==> config.mk <==
export PLATFORM = sky130hd
export DESIGN_NAME = laa_ctrl
export DESIGN_NICKNAME = d
export VERILOG_FILES = /design/src/laa_pkg.sv /design/src/laa_ctrl.sv
export SDC_FILE = /design/constraint.sdc
export NUM_CORES = 1
export LEC_CHECK = 0
export BUFFER_PORTS_ARGS = -buffer_cell sky130_fd_sc_hd__buf_2
export CORE_UTILIZATION = 50
export DETAILED_ROUTE_END_ITERATION = 10
export GPL_TIMING_DRIVEN = 0
export PLACE_DENSITY = 0.77
export SYNTH_ARGS = -nofsm -noshare
export SYNTH_HDL_FRONTEND = slang
export SYNTH_SLANG_ARGS = --single-unit
==> constraint.sdc <==
create_clock -name clk -period 4.7 [get_ports clk]
set_input_delay 0.94 -clock clk [delete_from_list [all_inputs] [get_ports clk]]
set_output_delay 0.94 -clock clk [all_outputs]
set_load 0.05 [all_outputs]
==> src/laa_pkg.sv <==
// Shared types, codes and defaults for the lifetime aliasing allocator.
`timescale 1ns / 1ps
package laa_pkg;

  localparam int ACTIVE_DEPTH_DEF = 64;
  localparam int FREE_DEPTH_DEF   = 64;
  localparam int SIZE_BITS_DEF    = 40;
  localparam int TIME_BITS_DEF    = 16;
  localparam int ALIGN_BITS       = 5;

  // result status codes
  localparam logic [1:0] ST_OK        = 2'd0;
  localparam logic [1:0] ST_ACT_FULL  = 2'd1;
  localparam logic [1:0] ST_FREE_FULL = 2'd2;
  localparam logic [1:0] ST_OVF       = 2'd3;

  // datapath micro-operations issued by the controller
  typedef enum logic [4:0] {
    OP_NONE,
    OP_LOAD,      // take the input beat
    OP_ARD,       // read active entry
    OP_AEVAL,     // compare active entry against best expiry
    OP_RET_RD,    // read best entry, drop its valid bit
    OP_RLOAD,     // latch the block being released
    OP_FRD,       // read free list entry
    OP_POS_GE,    // latch following neighbor
    OP_POS_LT,    // latch preceding neighbor
    OP_ABSORB,    // merge following neighbor into released block
    OP_MV_WR,     // write last free read data to a new slot
    OP_CNT_DEC,
    OP_PMERGE,    // grow preceding neighbor
    OP_INSERT,    // insert released block, count up
    OP_ST2,
    OP_FIT_A,     // align candidate block start, block end
    OP_FIT_TAKE,  // claim candidate block
    OP_FIT_W,     // write leftover tail of claimed block
    OP_GROW_A,    // align top of heap
    OP_GROW_B,    // grow heap
    OP_REC,       // record allocation in active table
    OP_ST1,
    OP_OUT        // load result register
  } dp_op_t;

  typedef struct packed {
    logic best_found;
    logic pos_ge;
    logic merge_n;
    logic merge_p;
    logic rsz_zero;
    logic fit_ok;
    logic fit_exact;
    logic slot_valid;
  } dp_stat_t;

endpackage

==> src/laa_ctrl.sv <==
// Controller: sequences retire scans, free list edits, fit search and result handoff.
`timescale 1ns / 1ps
module laa_ctrl #(
  parameter int ACTIVE_DEPTH = laa_pkg::ACTIVE_DEPTH_DEF,
  parameter int FREE_DEPTH   = laa_pkg::FREE_DEPTH_DEF,
  localparam int AW  = $clog2(ACTIVE_DEPTH),
  localparam int FW  = $clog2(FREE_DEPTH),
  localparam int CW  = $clog2(FREE_DEPTH + 1),
  localparam int IW  = (AW > CW) ? AW : CW,
  localparam int IW1 = IW + 1
) (
  input  logic              clk,
  input  logic              rst_n,
  input  logic              in_tvalid,
  output logic              in_tready,
  output logic              out_tvalid,
  input  logic              out_tready,
  input  laa_pkg::dp_stat_t stat,
  input  logic [CW-1:0]     free_cnt,
  output laa_pkg::dp_op_t   op,
  output logic [AW-1:0]     a_addr,
  output logic [FW-1:0]     f_addr
);

  typedef enum logic [4:0] {
    S_IDLE, S_SC_RD, S_SC_EV, S_RET_CHK, S_RET_LD, S_REL, S_POS_RD, S_POS_EV,
    S_MERGE_N, S_SD_CHK, S_SD_RD, S_SD_WR, S_MERGE_P, S_SU_CHK, S_SU_RD, S_SU_WR,
    S_FIT_RD, S_FIT_A, S_FIT_B, S_FIT_W, S_GROW_A, S_GROW_B, S_REC_SCAN, S_OUT
  } state_t;

  localparam logic [IW-1:0] LAST_A = IW'(ACTIVE_DEPTH - 1);

  state_t        state_r, state_nxt;
  logic [IW-1:0] idx_r, idx_nxt, idx_inc, idx_dec;
  logic [CW-1:0] pos_r, pos_nxt, pos_dec;
  logic          ret_r, ret_nxt;   // 1: shift-down was a fit removal
  logic          out_valid_r, out_valid_nxt;
  logic          last_free;

  always_comb begin
    idx_inc   = idx_r + 1'b1;
    idx_dec   = idx_r - 1'b1;
    pos_dec   = pos_r - 1'b1;
    last_free = (IW1'(idx_r) + IW1'(1)) == IW1'(free_cnt);
  end

  assign in_tready  = (state_r == S_IDLE);
  assign out_tvalid = out_valid_r;

  always_comb begin
    state_nxt     = state_r;
    idx_nxt       = idx_r;
    pos_nxt       = pos_r;
    ret_nxt       = ret_r;
    out_valid_nxt = out_valid_r && !out_tready;
    op            = laa_pkg::OP_NONE;
    a_addr        = idx_r[AW-1:0];
    f_addr        = idx_r[FW-1:0];
    unique case (state_r)
      S_IDLE: begin
        if (in_tvalid) begin
          op        = laa_pkg::OP_LOAD;
          idx_nxt   = '0;
          state_nxt = S_SC_RD;
        end
      end
      S_SC_RD: begin
        op        = laa_pkg::OP_ARD;
        state_nxt = S_SC_EV;
      end
      S_SC_EV: begin
        op = laa_pkg::OP_AEVAL;
        if (idx_r == LAST_A) state_nxt = S_RET_CHK;
        else begin
          idx_nxt   = idx_inc;
          state_nxt = S_SC_RD;
        end
      end
      S_RET_CHK: begin
        if (stat.best_found) begin
          op        = laa_pkg::OP_RET_RD;
          state_nxt = S_RET_LD;
        end else begin
          idx_nxt   = '0;
          state_nxt = (free_cnt == '0) ? S_GROW_A : S_FIT_RD;
        end
      end
      S_RET_LD: begin
        op        = laa_pkg::OP_RLOAD;
        state_nxt = S_REL;
      end
      S_REL: begin
        idx_nxt = '0;
        pos_nxt = '0;
        if (stat.rsz_zero) state_nxt = S_SC_RD;
        else if (free_cnt == '0) state_nxt = S_MERGE_N;
        else state_nxt = S_POS_RD;
      end
      S_POS_RD: begin
        op        = laa_pkg::OP_FRD;
        state_nxt = S_POS_EV;
      end
      S_POS_EV: begin
        if (stat.pos_ge) begin
          op        = laa_pkg::OP_POS_GE;
          pos_nxt   = CW'(idx_r);
          state_nxt = S_MERGE_N;
        end else begin
          op = laa_pkg::OP_POS_LT;
          if (last_free) begin
            pos_nxt   = free_cnt;
            state_nxt = S_MERGE_N;
          end else begin
            idx_nxt   = idx_inc;
            state_nxt = S_POS_RD;
          end
        end
      end
      S_MERGE_N: begin
        if (stat.merge_n) begin
          op        = laa_pkg::OP_ABSORB;
          idx_nxt   = IW'(pos_r);
          ret_nxt   = 1'b0;
          state_nxt = S_SD_CHK;
        end else state_nxt = S_MERGE_P;
      end
      S_SD_CHK: begin
        if ((IW1'(idx_r) + IW1'(1)) < IW1'(free_cnt)) state_nxt = S_SD_RD;
        else begin
          op = laa_pkg::OP_CNT_DEC;
          if (ret_r) begin
            idx_nxt   = '0;
            state_nxt = S_REC_SCAN;
          end else state_nxt = S_MERGE_P;
        end
      end
      S_SD_RD: begin
        op        = laa_pkg::OP_FRD;
        f_addr    = idx_inc[FW-1:0];
        state_nxt = S_SD_WR;
      end
      S_SD_WR: begin
        op        = laa_pkg::OP_MV_WR;
        idx_nxt   = idx_inc;
        state_nxt = S_SD_CHK;
      end
      S_MERGE_P: begin
        idx_nxt = '0;
        if (stat.merge_p) begin
          op        = laa_pkg::OP_PMERGE;
          f_addr    = pos_dec[FW-1:0];
          state_nxt = S_SC_RD;
        end else if (free_cnt == CW'(FREE_DEPTH)) begin
          op        = laa_pkg::OP_ST2;
          state_nxt = S_SC_RD;
        end else begin
          idx_nxt   = IW'(free_cnt);
          state_nxt = S_SU_CHK;
        end
      end
      S_SU_CHK: begin
        if (idx_r > IW'(pos_r)) state_nxt = S_SU_RD;
        else begin
          op        = laa_pkg::OP_INSERT;
          f_addr    = pos_r[FW-1:0];
          idx_nxt   = '0;
          state_nxt = S_SC_RD;
        end
      end
      S_SU_RD: begin
        op        = laa_pkg::OP_FRD;
        f_addr    = idx_dec[FW-1:0];
        state_nxt = S_SU_WR;
      end
      S_SU_WR: begin
        op        = laa_pkg::OP_MV_WR;
        idx_nxt   = idx_dec;
        state_nxt = S_SU_CHK;
      end
      S_FIT_RD: begin
        op        = laa_pkg::OP_FRD;
        state_nxt = S_FIT_A;
      end
      S_FIT_A: begin
        op        = laa_pkg::OP_FIT_A;
        state_nxt = S_FIT_B;
      end
      S_FIT_B: begin
        if (stat.fit_ok) begin
          op        = laa_pkg::OP_FIT_TAKE;
          state_nxt = S_FIT_W;
        end else if (last_free) state_nxt = S_GROW_A;
        else begin
          idx_nxt   = idx_inc;
          state_nxt = S_FIT_RD;
        end
      end
      S_FIT_W: begin
        if (stat.fit_exact) begin
          ret_nxt   = 1'b1;
          state_nxt = S_SD_CHK;
        end else begin
          op        = laa_pkg::OP_FIT_W;
          idx_nxt   = '0;
          state_nxt = S_REC_SCAN;
        end
      end
      S_GROW_A: begin
        op        = laa_pkg::OP_GROW_A;
        state_nxt = S_GROW_B;
      end
      S_GROW_B: begin
        op        = laa_pkg::OP_GROW_B;
        idx_nxt   = '0;
        state_nxt = S_REC_SCAN;
      end
      S_REC_SCAN: begin
        if (!stat.slot_valid) begin
          op        = laa_pkg::OP_REC;
          state_nxt = S_OUT;
        end else if (idx_r == LAST_A) begin
          op        = laa_pkg::OP_ST1;
          state_nxt = S_OUT;
        end else idx_nxt = idx_inc;
      end
      S_OUT: begin
        if (!out_valid_r || out_tready) begin
          op            = laa_pkg::OP_OUT;
          out_valid_nxt = 1'b1;
          state_nxt     = S_IDLE;
        end
      end
      default: state_nxt = S_IDLE;
    endcase
  end

  always_ff @(posedge clk) begin
    if (!rst_n) begin
      state_r     <= S_IDLE;
      idx_r       <= '0;
      pos_r       <= '0;
      ret_r       <= 1'b0;
      out_valid_r <= 1'b0;
    end else begin
      state_r     <= state_nxt;
      idx_r       <= idx_nxt;
      pos_r       <= pos_nxt;
      ret_r       <= ret_nxt;
      out_valid_r <= out_valid_nxt;
    end
  end

endmodule

Word level (Yosys, flattened, before mapping)
Cells that the tools add are included.
{"block": "classes", "add_sub_neg": 4, "n_lt_le_gt_ge": 2, "eq_ne": 40, "muxes": 61, "reduce_logical": 16}
{"op": "$pmux W5 S24", "n": 1}
{"op": "$mux W7", "n": 16}
{"op": "$pmux W7 S14", "n": 1}
{"op": "$pmux W5 S19", "n": 1}
{"op": "$mux W5", "n": 13}
{"op": "$mux W4", "n": 13}
{"op": "$eq A5 B4 Y1 const B", "n": 8}
{"op": "$eq A5 B5 Y1 const B", "n": 8}
{"op": "$ne A2 B2 Y1 const B", "n": 12}
{"op": "$pmux W6 S4", "n": 1}
{"op": "$eq A5 B3 Y1 const B", "n": 4}
{"op": "$mux W3", "n": 5}
{"op": "$pmux W7 S2", "n": 1}
{"op": "$reduce_bool A14 Y1", "n": 1}
{"op": "$mux W6", "n": 2}
{"op": "$reduce_and A11 Y1", "n": 1}
{"op": "$eq A5 B2 Y1 const B", "n": 2}
{"op": "$add A7 B1 Y8 const B", "n": 1}
{"op": "$eq A8 B7 Y1", "n": 1}
{"op": "$lt A8 B7 Y1", "n": 1}
{"op": "$add A7 B1 Y7 const B", "n": 1}
{"op": "$eq A7 B6 Y1 const B", "n": 1}
{"op": "$eq A7 B7 Y1 const B", "n": 1}
{"op": "$gt A7 B7 Y1", "n": 1}
{"op": "other kinds (17)", "n": 26}
{"block": "word_totals", "reg_bits": 21, "inputBits": 19, "output_inout_bits": 19}

Longest topological paths before layout
{"block": "logic_depth", "word_depth": 5, "mapped_depth": 12, "ltp_nobuf": 11}

Worst setup path before layout
No wires, ideal clock.
{"block": "synth_timing", "kind": "register to output", "from": "reg idx_r[0]", "to": "out op[1]", "arrival_ps": 2749, "path_slack_ps": 1011, "stages_incl_launch_ff": 10, "path_cell_list": "dfxtp_1 > ha_1 > nand2_1 > or3_1 > nand2b_1 > ha_1 > nand3_1 > o21a_1 > o21a_1 > o221ai_1"}
{"block": "synth_via", "elab_chain_cells": 4}
{"item": "start: declaration", "line_no": "laa_ctrl.sv:34", "rtl": "logic [IW-1:0] idx_r, idx_nxt, idx_inc, idx_dec;"}
{"item": "start signal: assignment", "line_no": "laa_ctrl.sv:246", "rtl": "idx_r <= idx_nxt;"}
{"item": "$add A7 B1 Y8", "line_no": "laa_ctrl.sv:128", "rtl": "if ((IW1'(idx_r) + IW1'(1)) < IW1'(free_cnt)) state_nxt = S_SD_RD;"}
{"item": "$lt A8 B7 Y1", "line_no": "laa_ctrl.sv:128"}
{"item": "$mux W4", "line_no": "laa_ctrl.sv:128"}
{"item": "$pmux W5 S19", "line_no": "laa_ctrl.sv:59", "rtl": "unique case (state_r)"}
{"item": "end: declaration", "line_no": "laa_ctrl.sv:20", "rtl": "output laa_pkg::dp_op_t op,"}
No other way between the ends.

Final worst setup path
{"block": "layout_timing", "from": "reg idx_r[1]", "to": "out op[0]"}
{"block": "layout_via", "elab_chain_cells": 4, "elab_cells_between_ends": 9}
{"item": "$add A7 B1 Y8 / $eq A7 B6 Y1 (equally long branches)", "line_no": "laa_ctrl.sv:128, laa_ctrl.sv:221"}
{"item": "$lt A8 B7 Y1 / $mux W5 (equally long branches)", "line_no": "laa_ctrl.sv:128, laa_ctrl.sv:221"}
{"item": "$mux W4 / $mux W5 (equally long branches)", "line_no": "laa_ctrl.sv:128, laa_ctrl.sv:218"}
{"item": "$pmux W5 S19 (*)", "line_no": "laa_ctrl.sv:59"}
Mark *: on every way between the ends. The rest lies on a longest branch, timed or not.

==> run summary <==
The remaining max-slew budget at the tightest pin is 39.3%. The via count of the first global-routing pass was 3220. Across the run, the number of max-cap violations was 0. The final count of pins violating max slew came out at 0. The final critical path takes up 90.3% of the cycle. The CTS clock-pin slew for the worst setup and hold paths came out at 90 ps. The final critical delay including setup and external delays is 4240 ps. In the final design database the tool counted 496 nets.

The largest net degree at the start of global routing came out at 12. The data arrival time at the worst-slack endpoint came out at 3300 ps. The number of warnings printed during yosys synthesis is 0. The number of DRC markers after the initial detailed-route iteration is 522. The horizontal die dimension is 79.3 um. Hold is met by 549 ps. Leaving out fill and tap cells, the most frequent cells in the layout are sky130_fd_sc_hd__buf_2, sky130_fd_sc_hd__nor2_1, sky130_fd_sc_hd__nand2_1. The area share of the largest cell type after synthesis is 14.1%.

Pin placement for this block handled 38 I/O pins. The remaining number of nets flagged by the antenna check after routing came out at 0. The path class of the tightest hold or removal check is register to register. Traced cell by cell, the critical path runs through ha_1 -> nand2_1 -> or3_1 -> nand2b_1 -> ha_1 -> a21oi_1 -> nand2_1 -> a21oi_1 -> o21a_1 -> o32a_1 -> nand4_1 -> buf_2. The sum of net half-perimeters after detailed placement is 8500 um. The number of antenna violations at the first check in global routing is 0.

In this run the cell area measured after placement is 3260 um2. The peak clock frequency supported by timing is 0.236 GHz. The critical path buffer and inverter count came out at 1. In the final layout, the share of cells above drive strength 1 is 16.3%. The run finished with clean final reports. Power spread over the standard cell area amounts to 253 nW/um2. The final cell count without fillers came out at 531. The number of nets handed over by synthesis was 454. The root buffer cell chosen for the clock tree is sky130_fd_sc_hd__clkbuf_8.

The maximum clock insertion buffer count came out at 2. The largest fanout of any net on the critical path came out at 10. The placer congestion estimate is 1.02. From synthesis to final layout, the design area changed by 10.7%.

The post-route DRC violation count is 0. The sequential element share of the synthesized area is 14.1%. The final standard cell utilization of the core came out at 58.6%. The initial core utilization is 52.9%.

The mapped netlist covers 2980 um2. The average size of a mapped cell is 7.14 um2. The post-detailed-route via-to-cell ratio came out at 6.67. The design area came out at 3300 um2. The cell taking the most area after synthesis is sky130_fd_sc_hd__dfxtp_1.

The kind of start point of the critical path is a register. The number of buffers inserted during clock tree synthesis came out at 3. The worst setup skew after layout came out at 9.39 ps. The number of clock sinks came out at 21. The gate count of the mapped netlist is 418.

After synthesis, the share of flip-flops with an asynchronous set or reset is 0%. The most used flip-flop cell after synthesis is sky130_fd_sc_hd__dfxtp_1. The critical path is of the register to output pin type. The routed length per placed instance came out at 20.6 um.

The number of enable flip-flop cells after synthesis came out at 0. In the post-synthesis netlist, the biggest area contributors are sky130_fd_sc_hd__dfxtp_1, sky130_fd_sc_hd__ha_1, sky130_fd_sc_hd__nor2_1. The maximum vdd drop is 0.253 mV.

The area of the die came out at 6280 um2. The number of port buffers is 37. The count of different cell masters after synthesis came out at 74. The aggregate global routing overflow is 0.

For this design, the slowest cell found on the critical path is sky130_fd_sc_hd__dfxtp_1. For the worst setup path, the data required time is 3760 ps. In this run the number of H-tree levels came out at 1. Summed over all cells, the static leakage comes to 1.31 nW. The core region area is 5640 um2. In this run the core area contains 27 standard-cell rows. The transition at the pin with the smallest max-transition slack is 904 ps. The routed via count is 3543. The hold-fix buffer count after cts came out at 0. The delay of the slowest critical-path stage is 640 ps. STA classifies the critical path endpoint as an output pin. The number of buffers inserted by post-CTS setup repair is 0. The number of inserted filler cells in the final layout came out at 537. The number of placed instances, taps included came out at 527. The library cell used most frequently in the layout, excluding fill and tap cells, is sky130_fd_sc_hd__buf_2. In the final timing run, aggregate negative setup slack is 0 ps. Among cell families on the critical path, the largest total delay comes from simple AND/OR/NAND/NOR gates. The overall global routing resource usage is 35.4%. TritonCTS built the clock tree. The number of detailed-routing iterations run before antenna repair is 7. The number of flip-flops and latches in the synthesized netlist is 21. The number of instances resized during post-cts repair is 0.

Setup repair after global routing left no endpoint under its margin. The number of antenna diodes in the final layout is 0. Setup violations remaining at the end of the flow were counted as 0.

The final hold violation count is 0. The clock reaches the later pin of the worst-skew pair after 270 ps. In this run the vertical extent of the chip is 79.3 um. The detailed-route wire length came out at 10900 um. The wire length of the first global-routing pass is 17100 um.
power breakdown:
| group | switching [mW] | total (mW) | internal (mW) | leakage, nW |
|---|---|---|---|---|
| sequential | 0.0244 | 0.214 | 0.189 | 0.170 |
| combinational | 0.324 | 0.497 | 0.172 | 1.12 |
| clock | 0.0656 | 0.126 | 0.0606 | 0.0228 |
per-stage QoR:
stage          setup WS [ps]  total power, mW
2_1_floorplan           1010            0.581
3_3_place_gp             845            0.700
3_5_place_dp             821            0.700
4_1_cts                  490            0.824
5_1_grt                  273            0.884
6_report                 456            0.837
cells in the mapped netlist, types with 8 or more instances:
master	instances
sky130_fd_sc_hd__nand2b_1	9
sky130_fd_sc_hd__a32oi_1	8
sky130_fd_sc_hd__dfxtp_1	21
sky130_fd_sc_hd__mux2i_1	12
sky130_fd_sc_hd__buf_2	10
sky130_fd_sc_hd__nor3_1	15
sky130_fd_sc_hd__nand2_1	37
sky130_fd_sc_hd__ha_1	17
sky130_fd_sc_hd__nor2_1	43
sky130_fd_sc_hd__nand3_1	15
sky130_fd_sc_hd__a21oi_1	23
sky130_fd_sc_hd__xnor2_1	9
sky130_fd_sc_hd__inv_1	25
sky130_fd_sc_hd__clkbuf_1	11
sky130_fd_sc_hd__o21ai_0	20
sky130_fd_sc_hd__o211ai_1	9
registers in the layout (all words and copies together), names as in the netlist:
register    count
out_tvalid      1
state_r         5
ret_r           1
idx_r           7
pos_r           7
worst register-to-register path: stages, from the launching register on:
cell	delay (ps)
sky130_fd_sc_hd__dfxtp_1	640
sky130_fd_sc_hd__ha_1	360
sky130_fd_sc_hd__nand2_1	100
sky130_fd_sc_hd__or3_1	400
sky130_fd_sc_hd__nand2b_1	110
sky130_fd_sc_hd__ha_1	180
sky130_fd_sc_hd__nand3_1	150
sky130_fd_sc_hd__a2111oi_4	600
sky130_fd_sc_hd__nor3b_1	300
sky130_fd_sc_hd__nor4_2	110
sky130_fd_sc_hd__buf_6	160
sky130_fd_sc_hd__a311oi_1	300
layer usage:
metal	up-vias	GRT usage, %	part of all wire (%)
li1	1637	-	-
met1	1628	51.5	45
met2	239	50.6	41
met3	39	8.97	12
met4	0	9.82	2.7
met5	-	0	0
final cells by class:
type	instances	area, um2	share of cell area, %
Clock buffer	4	45.0	1.36
Timing Repair Buffer	37	185	5.60
Inverter	27	101	3.07
Multi-Input combinational cell	338	2280	68.9
Buffer	32	185	5.60
Tap cell	72	90.1	2.73
Sequential cell	21	420	12.7
cell families after synthesis:
family | share of synthesized area (%)
and+or+nand+nor | 27.7
AOI/OAI and AO/OA | 32.2
buffers and inverters | 9.60
DFF | 14.1
adders and majority gates | 7.46
xor gates and xnor gates | 4.11
muxes | 4.78
worst paths after layout:
check	start	endpoint	slack, ps	cells after the start
hold reg to reg	pos_r[6]	pos_r[6]	550	2
setup / recovery	idx_r[1]	op[0]	460	12
hold / removal	pos_r[6]	pos_r[6]	550	2
setup reg to reg	idx_r[1]	idx_r[5]	1200	11
No activity file was read; power rests on OpenSTA's default activity.
